$ cat config.mk
export PLATFORM = sky130hd
export DESIGN_NAME = rtpp_fifo
export DESIGN_NICKNAME = d
export VERILOG_FILES = /design/src/hdl/rtpp_pkg.sv /design/src/hdl/rtpp_fifo.sv
export SDC_FILE = /design/constraint.sdc
export NUM_CORES = 1
export LEC_CHECK = 0
export BUFFER_PORTS_ARGS = -buffer_cell sky130_fd_sc_hd__buf_2
export CAP_MARGIN = 40
export CORE_ASPECT_RATIO = 0.75
export CORE_MARGIN = 3
export CORE_UTILIZATION = 45
export CTS_BUF_LIST = sky130_fd_sc_hd__clkbuf_4
export CTS_CLUSTER_SIZE = 24
export DETAILED_ROUTE_END_ITERATION = 8
export GPL_ROUTABILITY_DRIVEN = 0
export RECOVER_POWER = 25
export SETUP_SLACK_MARGIN = 0.02
export SYNTH_ARGS = -nofsm -noshare
export SYNTH_HDL_FRONTEND = slang
export SYNTH_SLANG_ARGS = --single-unit
export TNS_END_PERCENT = 30
$ cat constraint.sdc
create_clock -name clock -period 12.8 [get_ports clock]
set_input_delay 2.56 -clock clock [delete_from_list [all_inputs] [get_ports clock]]
set_output_delay 2.56 -clock clock [all_outputs]
set_load 0.05 [all_outputs]
$ cat src/hdl/rtpp_pkg.sv
package rtpp_pkg;

   localparam int NDIV = 34;
   localparam int FIFO_DEPTH = 4;
   localparam int FIFO_AW = $clog2(FIFO_DEPTH);

   localparam logic [2:0] REG_FOCAL  = 3'd0;
   localparam logic [2:0] REG_CENTER = 3'd1;
   localparam logic [2:0] REG_ROT0   = 3'd2;
   localparam logic [2:0] REG_ROT1   = 3'd3;
   localparam logic [2:0] REG_ROT2   = 3'd4;
   localparam logic [2:0] REG_TX     = 3'd5;
   localparam logic [2:0] REG_TY     = 3'd6;
   localparam logic [2:0] REG_TZ     = 3'd7;

   typedef struct packed {
      logic [47:0]       focal;
      logic [47:0]       center;
      logic [2:0][47:0]  rot;
      logic [2:0][31:0]  trans;
   } rtpp_cfg_type;

   typedef struct packed {
      logic [55:0] num_u;
      logic        neg_u;
      logic [55:0] num_v;
      logic        neg_v;
      logic [30:0] z;
      logic        inval;
   } rtpp_entry_type;

   typedef struct packed {
      logic full;
      logic empty;
   } rtpp_fifo_stat_type;

endpackage

$ cat src/hdl/rtpp_fifo.sv
module rtpp_fifo import rtpp_pkg::*; (
   input  logic               clock,
   input  logic               reset,
   input  logic               push,
   input  rtpp_entry_type     push_data,
   input  logic               pop,
   output rtpp_entry_type     pop_data,
   output rtpp_fifo_stat_type stat
);

   rtpp_entry_type       mem [FIFO_DEPTH];
   logic [FIFO_AW-1:0]   wr_ff, wr_in, rd_ff, rd_in;
   logic [FIFO_AW:0]     cnt_ff, cnt_in;

   always_comb begin
      wr_in  = push ? wr_ff + 1'b1 : wr_ff;
      rd_in  = pop ? rd_ff + 1'b1 : rd_ff;
      cnt_in = cnt_ff + {{FIFO_AW{1'b0}}, push} - {{FIFO_AW{1'b0}}, pop};
   end

   always_ff @(posedge clock) begin
      if (reset) begin
         wr_ff  <= '0;
         rd_ff  <= '0;
         cnt_ff <= '0;
      end else begin
         wr_ff  <= wr_in;
         rd_ff  <= rd_in;
         cnt_ff <= cnt_in;
      end
   end

   always_ff @(posedge clock) begin
      if (push) begin
         mem[wr_ff] <= push_data;
      end
   end

   assign pop_data   = mem[rd_ff];
   assign stat.full  = (cnt_ff == FIFO_DEPTH[FIFO_AW:0]);
   assign stat.empty = (cnt_ff == '0);

endmodule

==> flow_metrics.py, run 1 <==
metrics = {
    "logic_synthesis": {
        "synthTopCellsByArea": "edfxtp_1 (82%), mux4_2 (15%), dfxtp_1 (0.84%)",
        "synth-seq-cells": 593,
        "avgSynthCellArea_um2": 26.7,
        "yosysTopAreaCellShare_pct": 81.6,
        "synth_commonest_cells": "edfxtp_1 (584), mux4_2 (146), buf_2 (14)",
        "yosysMostFrequentCell": "edfxtp_1",
        "synth_cell_types": 21,
        "yosys_warnings": 0,
        "async_flop_share_pct": 0,
        "synth_edf_count": 584,
        "synthCells": 804,
        "synth_flop_cell": "edfxtp_1",
        "synth_top_area_cell": "edfxtp_1",
        "yosysSeqAreaShare_pct": 82.4,
        "synth_area_um2": 21500,
        "synthesis.nets": 961,
    },
    "cts": {
        "clockBufferDepth": 3,
        "cts_tree": "done",
        "post_cts_resized": 0,
        "path_clk_slew_ps": 70,
        "clock_latency_ps": 840,
        "postCtsHoldBufs": 0,
        "cts_setup_buffers": 0,
        "cts_root_buffer": "clkbuf_4",
        "cts-htree-levels": 4,
        "clock_sinks": 593,
        "numCtsBuffers": 146,
    },
    "power": {
        "power_frac_comb_pct": 13.9,
        "pwr-share-seq_pct": 51.3,
        "power_leakage_nw": 8.50,
        "p_int_mw": 3.23,
        "switching_power_mw": 1.18,
        "p_clk_share_pct": 34.8,
        "switching_share_pct": 26.7,
        "vdd_ir_drop_max_mv": 0.110,
        "power.density_nw_per_um2": 172,
    },
    "worst_setup_path": {
        "slowest_stage": "dfxtp_4",
        "worstSetupPathType": "reg2out",
        "endpoint_kind": "output port",
        "cpLargestDelayFamily": "buffers and inverters",
        "start_kind": "flop",
        "cp_data_required_time_ps": 10240,
        "crit_fanout": 36,
        "path_buf_inv": 5,
        "cp_cell_sequence": "buf_4 -> buf_16 -> buf_4 -> buf_16 -> mux4_2 -> buf_2",
        "critPathArrivalTime_ps": 3830,
        "cp_slowest_stage_delay_ps": 810,
    },
    "timing": {
        "setup_viol": 0,
        "period_minus_slack_ps": 6390,
        "fin_hold_ws_ps": 525,
        "finalHoldViolations": 0,
        "finalClockSkew_ps": 30.6,
        "rsz0062_at_grt": "no",
        "relSlewSlack_pct": 46.6,
        "tns_ps": 0,
        "max_freq_ghz": 0.157,
        "finalMaxSlewViolations": 0,
        "min_period_over_period_pct": 49.9,
        "worstMarginPinSlew_ps": 801,
    },
    "routing": {
        "drcViolationCount": 0,
        "wl_per_cell_um": 21.7,
        "vias_per_cell": 5.12,
        "totalWireLength_mm": 42.7,
        "ant_nets": 0,
        "dr.pass1.iters": 5,
        "first_iter_violations": 645,
        "vias": 10100,
    },
    "global_routing": {
        "grtUsageTotal_pct": 17.3,
        "grt_max_degree": 55,
        "grt_pass1_wl_mm": 65.1,
        "antenna_found_initial": 7,
        "grt_pass1_vias": 10800,
        "gr-total-overflow": 0,
    },
    "floorplanning": {
        "core_um2": 46600,
        "initial_core_util_pct": 46.1,
        "die_area_um2": 50400,
        "io_pins": 298,
        "die_w_um": 258,
        "die-height_um": 195,
        "fp-row-count": 68,
    },
    "final_layout": {
        "fin_util_pct": 54.8,
        "area_growth_pct": 19.0,
        "nNetsFinal": 1395,
        "drive_gt1_share_pct": 43.5,
        "design_area_um2": 25600,
    },
    "hold_path": {
        "hp-class": "reg2reg",
    },
    "status": {
        "status": "finished clean",
    },
    "job": {
        "maxCapViolations": 0,
    },
    "placement": {
        "place_area_um2": 23900,
        "hpwl_mm": 25.0,
        "numPortBuffers": 297,
    },
}
## layout make-up
type | count | area, um^2
Multi-Input combinational cell | 173 | 3530
Inverter | 6 | 22.5
Tap cell | 630 | 788
Clock buffer | 204 | 1530
Sequential cell | 593 | 17700
Clock inverter | 47 | 295
Antenna cell | 2 | 5.00
Fill cell | 3730 | 21100
Timing Repair Buffer | 318 | 1670
## per-layer routing
metal	GRT usage [%]	up-vias	share of wire [%]
li1	-	4470	-
met1	23.3	5207	42
met2	25.7	344	47
met3	7.18	65	8.7
met4	6.22	8	1.5
met5	0	-	0.13
## power groups by stage
stage	Clock (mW)	Sequential [mW]	Combinational [mW]
finish	1.53	2.26	0.611
global route	1.70	2.27	0.644
CTS	1.60	2.26	0.627
detailed placement	0	2.30	0.625
global placement	0	2.30	0.610
floorplan	0	2.30	0.461
## cell usage in the layout, fill, tap and decap left out, types with 3 or more instances in the layout
| master | netlist | final |
|---|---|---|
| clkbuf_1 | 2 | 104 |
| edfxtp_1 | 584 | 584 |
| inv_2 | 0 | 3 |
| inv_1 | 6 | 6 |
| mux4_2 | 146 | 146 |
| bufinv_16 | 0 | 4 |
| clkinv_2 | 0 | 4 |
| buf_4 | 8 | 13 |
| ha_1 | 6 | 6 |
| dfxtp_1 | 9 | 7 |
| clkbuf_4 | 0 | 204 |
| and2_4 | 0 | 4 |
| buf_2 | 14 | 193 |
| nor2_1 | 5 | 5 |
| clkinv_1 | 0 | 34 |
| buf_16 | 0 | 7 |
## worst min-delay path, cell delays in order (launching register included)
cell,delay [ps]
dfxtp_1,310
nand3b_1,100
a21oi_1,70
## path summary, 6_finish.rpt
path	depth (start not counted)	to	slack (ps)	startpoint
setup / recovery	6	pop_data[80]	6410	flop
hold / removal	2	flop	530	rd_ff[1]
hold reg to reg	2	flop	530	rd_ff[1]
setup reg to reg	5	mem[1][16]	9770	wr_ff[0]
## sequential cells by signal (all words and copies together) (netlist names), named ones only
register	flops
mem	584
cnt_ff	3
rd_ff	2
wr_ff	2
## cell families after synthesis
logic type / after synthesis / synth area share [%]
multiplexers: 147 / 15.3
adder cells (fa/ha/maj): 7 / 0.442
buffers and inverters: 38 / 1.16
AO/OA/AOI/OAI: 2 / 0.0698
flip-flops: 593 / 82.4
AND/OR/NAND/NOR: 14 / 0.349
XOR/XNOR: 3 / 0.192
## through the flow
| step | total power, mW | instances | setup slack (ps) |
|---|---|---|---|
| after global placement | 2.91 | 1712 | 6640 |
| after detailed placement | 2.93 | 1720 | 7120 |
| after CTS | 4.49 | 1971 | 6140 |
| after global routing | 4.62 | 1973 | 5960 |
| final | 4.41 | 1973 | 6410 |
| after floorplan | 2.76 | 804 | 6380 |
No activity file was read; power rests on OpenSTA's default activity.
==> run 2, diff against run 1 <==
--- a/config.mk
+++ b/config.mk
@@ -14,6 +14,7 @@
 export CTS_CLUSTER_SIZE = 24
 export DETAILED_ROUTE_END_ITERATION = 8
 export GPL_ROUTABILITY_DRIVEN = 0
+export PLACE_DENSITY = 0.67
 export RECOVER_POWER = 25
 export SETUP_SLACK_MARGIN = 0.02
 export SYNTH_ARGS = -nofsm -noshare
==> constraint.sdc (replaced) <==
create_clock -name clock -period 5.1 [get_ports clock]
set_input_delay 1.02 -clock clock [delete_from_list [all_inputs] [get_ports clock]]
set_output_delay 1.02 -clock clock [all_outputs]
set_load 0.05 [all_outputs]
==> run 2 against run 1 <==
Net effect:
- register-to-register slack lost 6900 ps
- global-route usage shrank 0.30 points
- count of clock-buffer cells in the layout shrank 1
- hold slack lost 110 ps
- sequential cell count is the same
- clock power grew to 2.5 times the previous value
- total power grew to 2.5 times the previous value
- sequential share of layout area grew 0.071 points
- non-clock buffer count shrank 2
- highest routed layer unchanged
==> flow_metrics.py, run 2 (synthesized netlist as in run 1, its figures left out) <==
metrics = {
    "routing": {
        "first_iter_violations": 714,
        "wl_per_cell_um": 21.2,
        "drcViolationCount": 0,
        "dr.pass1.iters": 6,
        "vias_per_cell": 5.10,
        "ant_nets": 0,
        "vias": 10000,
        "totalWireLength_mm": 41.8,
    },
    "timing": {
        "relSlewSlack_pct": 45.9,
        "fin_hold_ws_ps": 414,
        "max_freq_ghz": 0.265,
        "period_minus_slack_ps": 3780,
        "tns_ps": 0,
        "finalHoldViolations": 0,
        "finalClockSkew_ps": 45.0,
        "worstMarginPinSlew_ps": 812,
        "min_period_over_period_pct": 74.1,
        "setup_viol": 0,
        "finalMaxSlewViolations": 0,
        "rsz0062_at_grt": "no",
    },
    "cts": {
        "clock_sinks": 593,
        "postCtsHoldBufs": 0,
        "path_clk_slew_ps": 60,
        "clock_latency_ps": 850,
        "numCtsBuffers": 145,
        "cts_setup_buffers": 0,
        "cts-htree-levels": 4,
        "clockBufferDepth": 3,
        "cts_root_buffer": "clkbuf_4",
        "cts_tree": "done",
        "post_cts_resized": 0,
    },
    "floorplanning": {
        "fp-row-count": 68,
        "core_um2": 46600,
        "io_pins": 298,
        "die_area_um2": 50400,
        "initial_core_util_pct": 46.1,
        "die-height_um": 195,
        "die_w_um": 258,
    },
    "final_layout": {
        "drive_gt1_share_pct": 43.8,
        "design_area_um2": 25500,
        "largest_reg_flops": 584,
        "fillers": 3732,
        "area_growth_pct": 18.8,
        "layout_commonest_cell": "edfxtp_1",
        "top_register": "mem",
        "final_cell_mix": "edfxtp_1 (584), clkbuf_4 (203), buf_2 (192), mux4_2 (146), clkbuf_1 (105)",
        "nNetsFinal": 1392,
        "reg_top3": "mem (584), cnt_ff (3)",
    },
    "worst_setup_path": {
        "r2r_cells": 3,
        "critPathArrivalTime_ps": 2760,
        "crit_fanout": 38,
        "r2r_slack_ps": 2860,
        "slowest_stage": "mux4_2",
        "cp_cell_sequence": "buf_16 -> buf_4 -> mux4_2 -> buf_2",
        "worstSetupPathType": "reg2out",
        "r2r_end": "mem[3][132]",
        "endpoint_kind": "output port",
        "r2r-start": "wr_ff[0]",
        "cp_slowest_stage_delay_ps": 560,
        "cp_data_required_time_ps": 4080,
        "start_kind": "flop",
    },
    "placement": {
        "place_area_um2": 23900,
        "hpwl_mm": 24.5,
        "numPortBuffers": 297,
    },
    "hold_path": {
        "hp-class": "in2reg",
        "whs_endpoint": "mem[3][107]",
        "holdPathStages": 1,
        "holdCritStartpoint": "push_data[107]",
    },
    "status": {
        "status": "finished clean",
    },
    "global_routing": {
        "gr-total-overflow": 0,
        "grt_pass1_vias": 11100,
        "grtUsageTotal_pct": 17.0,
        "grt_max_degree": 97,
        "grt_pass1_wl_mm": 64.4,
        "antenna_found_initial": 6,
    },
    "power": {
        "power_leakage_nw": 8.48,
        "fin_total_pwr_mw": 11.0,
        "power.density_nw_per_um2": 432,
        "vdd_ir_drop_max_mv": 0.337,
    },
    "job": {
        "maxCapViolations": 0,
    },
}
[run 2: cell types whose count changed in the layout (fill, tap and decap cells not counted), moves of 2 or more]
cell	change
buf_12	+10
buf_16	-6
buf_4	-6
clkinv_1	-8
diode_2	+2
inv_2	+3
[run 2: per-layer routing]
metal | track usage (%) | wire (um) | share of wire [%] | vias up
met2 | 26.6 | 20600 | 49 | 318
met3 | 7.60 | 3900 | 9.3 | 66
met5 | 0 | 48 | 0.11 | -
li1 | - | - | - | 4450
met1 | 21.5 | 16700 | 40 | 5199
met4 | 5.53 | 621 | 1.5 | 8
[run 2: layout make-up]
class / count / area, um^2 / share of cell area (%)
sequential: 593 / 17700 / 69.4
multi-input combinational: 173 / 3530 / 13.8
timing repair buffer: 316 / 1660 / 6.48
clock buffer: 203 / 1520 / 5.97
tap: 630 / 788 / 3.09
clock inverter: 43 / 283 / 1.11
inverter: 6 / 22.5 / 0.0882
antenna: 4 / 10.0 / 0.0392
[run 2: worst max-delay path by stage]
stage | to | cells past startpoint
2_1_floorplan | mem[0][0] | 1
3_3_place_gp | pop_data[29] | 3
3_5_place_dp | pop_data[33] | 4
4_1_cts | pop_data[33] | 4
5_1_grt | pop_data[33] | 4
6_report | pop_data[33] | 4
[run 2: worst max-delay path, delay by kind of cell (launching register included)]
kind / cells / cell delay, ps
mux: 1 / 560
flops: 1 / 460
buf+inv: 3 / 860
[run 2: power breakdown]
part / internal (mW) / leakage [nW] / total, mW / switching [mW]
Clock: 2.04 / 1.08 / 3.84 / 1.80
Combinational: 0.459 / 1.96 / 1.54 / 1.08
Sequential: 5.60 / 5.44 / 5.67 / 0.0651
[run 2: per-stage QoR]
stage	setup WS, ps	instances	utilization [%]
CTS	1120	1964	55.0
global route	1040	1966	54.8
detailed placement	2110	1718	51.2
floorplan	223	804	-
finish	1320	1968	54.8
global placement	1780	1717	51.1
==> run 3, diff against run 2 <==
--- a/config.mk
+++ b/config.mk
@@ -14,7 +14,6 @@
 export CTS_CLUSTER_SIZE = 24
 export DETAILED_ROUTE_END_ITERATION = 8
 export GPL_ROUTABILITY_DRIVEN = 0
-export PLACE_DENSITY = 0.67
 export RECOVER_POWER = 25
 export SETUP_SLACK_MARGIN = 0.02
 export SYNTH_ARGS = -nofsm -noshare
==> constraint.sdc (replaced) <==
create_clock -name clock -period 3.5 [get_ports clock]
set_input_delay 0.7 -clock clock [delete_from_list [all_inputs] [get_ports clock]]
set_output_delay 0.7 -clock clock [all_outputs]
set_load 0.05 [all_outputs]
==> run 3 against run 2 <==
Net effect:
- worst setup slack worse by 1000 ps
- clock skew is 7.5 ps lower
- non-clock buffer count grew 145
- final cell count up 6.8%
- design area increased by 5.4%
- via count up 5.5%
- sequential power is 45% higher
- sequential share of layout area down 3.5 points
- clock power increased by 40%
- critical path depth down 1
- first-iteration DRC count fell by 22%
- die area unchanged
- critical path type unchanged
==> flow_metrics.py, run 3 (synthesized netlist as in run 1, its figures left out) <==
metrics = {
    "status": {
        "status": "finished clean",
    },
    "timing": {
        "tns_ps": 0,
        "finalMaxSlewViolations": 0,
        "worstMarginPinSlew_ps": 761,
        "rsz0062_at_grt": "no",
        "layout_setup_ws_ps": 292,
        "relSlewSlack_pct": 49.3,
        "finalClockSkew_ps": 37.4,
        "setup_viol": 0,
        "min_period_over_period_pct": 91.7,
        "finalHoldViolations": 0,
        "max_freq_ghz": 0.312,
        "period_minus_slack_ps": 3210,
    },
    "global_routing": {
        "gr-total-overflow": 0,
        "grt_max_degree": 75,
        "grtUsageTotal_pct": 17.8,
        "grt_pass1_wl_mm": 67.7,
        "antenna_found_initial": 4,
        "grt_pass1_vias": 11700,
    },
    "routing": {
        "route.met3.wl_mm": 3.44,
        "top_layer_used": "met5",
        "drcViolationCount": 0,
        "dr.pass1.iters": 4,
        "wl_met2_mm": 20.9,
        "vias_per_cell": 5.04,
        "wl_met1_mm": 18.8,
        "ant_nets": 0,
        "totalWireLength_mm": 43.8,
        "wl_per_cell_um": 20.8,
        "first_iter_violations": 557,
        "vias": 10600,
    },
    "floorplanning": {
        "core_um2": 46600,
        "die_area_um2": 50400,
        "io_pins": 298,
        "die-height_um": 195,
        "die_w_um": 258,
        "fp-row-count": 68,
        "initial_core_util_pct": 46.1,
    },
    "placement": {
        "hpwl_mm": 25.0,
        "numPortBuffers": 297,
        "dp_slack_ps": 1120,
    },
    "worst_setup_path": {
        "cp_data_required_time_ps": 2800,
        "critPathArrivalTime_ps": 2510,
        "endpoint_kind": "output port",
        "start_kind": "flop",
        "r2r-start": "wr_ff[0]",
        "worstSetupPathType": "reg2out",
        "crit_fanout": 66,
    },
    "power": {
        "power_leakage_nw": 9.07,
        "switching_share_pct": 26.6,
        "switching_power_mw": 4.25,
        "p_clk_share_pct": 33.6,
        "pwr-share-seq_pct": 51.4,
        "power.density_nw_per_um2": 595,
        "power_frac_comb_pct": 14.9,
        "vdd_ir_drop_max_mv": 0.368,
        "p_int_mw": 11.8,
    },
    "cts": {
        "cts-htree-levels": 4,
        "clock_latency_ps": 840,
        "clockBufferDepth": 3,
        "clock_sinks": 593,
        "path_clk_slew_ps": 60,
        "cts_root_buffer": "clkbuf_4",
        "cts_tree": "done",
        "numCtsBuffers": 146,
    },
    "final_layout": {
        "layout_commonest_cell": "edfxtp_1",
        "largest_reg_flops": 584,
        "drive_gt1_share_pct": 40.4,
        "reg_top3": "mem (584), cnt_ff (3)",
        "top_register": "mem",
        "area_growth_pct": 25.2,
        "final_cell_mix": "edfxtp_1 (584), clkbuf_4 (207), buf_2 (200), mux4_2 (146), dlygate4sd3_1 (137)",
        "nNetsFinal": 1538,
        "fin_util_pct": 57.7,
    },
    "hold_path": {
        "holdCritStartpoint": "reset",
        "hp-class": "in2reg",
    },
    "job": {
        "maxCapViolations": 0,
    },
}
[run 3: cell count changes in the layout (fill, tap and decap cells not counted), sizes merged]
cell / change
dlygate4sd3: +137
buf: +16
clkinv: -8
clkbuf: -4
inv: -4
bufinv: -2
diode: -1
[run 3: per-layer routing]
| layer | GRT usage (%) | vias up |
|---|---|---|
| met1 | 23.4 | 5451 |
| met3 | 6.83 | 60 |
| met5 | 0 | - |
| met2 | 27.8 | 343 |
| met4 | 5.47 | 6 |
| li1 | - | 4730 |
[run 3: layout make-up]
cell class                 count  area [um^2]
fill                        3594        19700
sequential                   593        17700
multi-input combinational    173         3530
timing repair buffer         461         3110
clock buffer                 207         1550
tap                          630          788
clock inverter                29          165
inverter                       6         22.5
antenna                        3         7.51
[run 3: final timing paths]
path	cells after the start	endpoint	slack [ps]
worst min register to register	2	flop	540
worst max register to register	4	mem[0][85]	1570
worst min-delay path	2	rd_ff[0]	160
worst max-delay path	3	pop_data[19]	290
[run 3: worst max-delay path, stage by stage, from the launching register on]
cell and delay (ps):
dfxtp_4 590, buf_12 380, mux4_2 400, buf_2 230
[run 3: timing repair]
| action | CTS | global route |
|---|---|---|
| endpoints found under the hold margin | 495 | 16 |
| hold buffers | 133 | 4 |
| setup buffers | 0 | 0 |
| gates resized for setup | 0 | 0 |
[run 3: stage by stage]
step / instances / total power, mW / hold slack [ps] / area (um^2)
after floorplan: 804 / 10.1 / 492 / 21500
after global placement: 1726 / 10.7 / 504 / 23900
after detailed placement: 1726 / 10.7 / 525 / 23900
after CTS: 2095 / 16.3 / 0.387 / 27000
after global routing: 2101 / 16.8 / 18.5 / 26900
final: 2102 / 16.0 / 159 / 26900
[run 3: power groups by stage]
stage,Sequential (mW),Clock [mW],Combinational [mW]
after global placement,8.39,0,2.30
after floorplan,8.39,0,1.68
after global routing,8.26,6.01,2.52
after detailed placement,8.40,0,2.31
after CTS,8.25,5.61,2.44
final,8.24,5.39,2.39
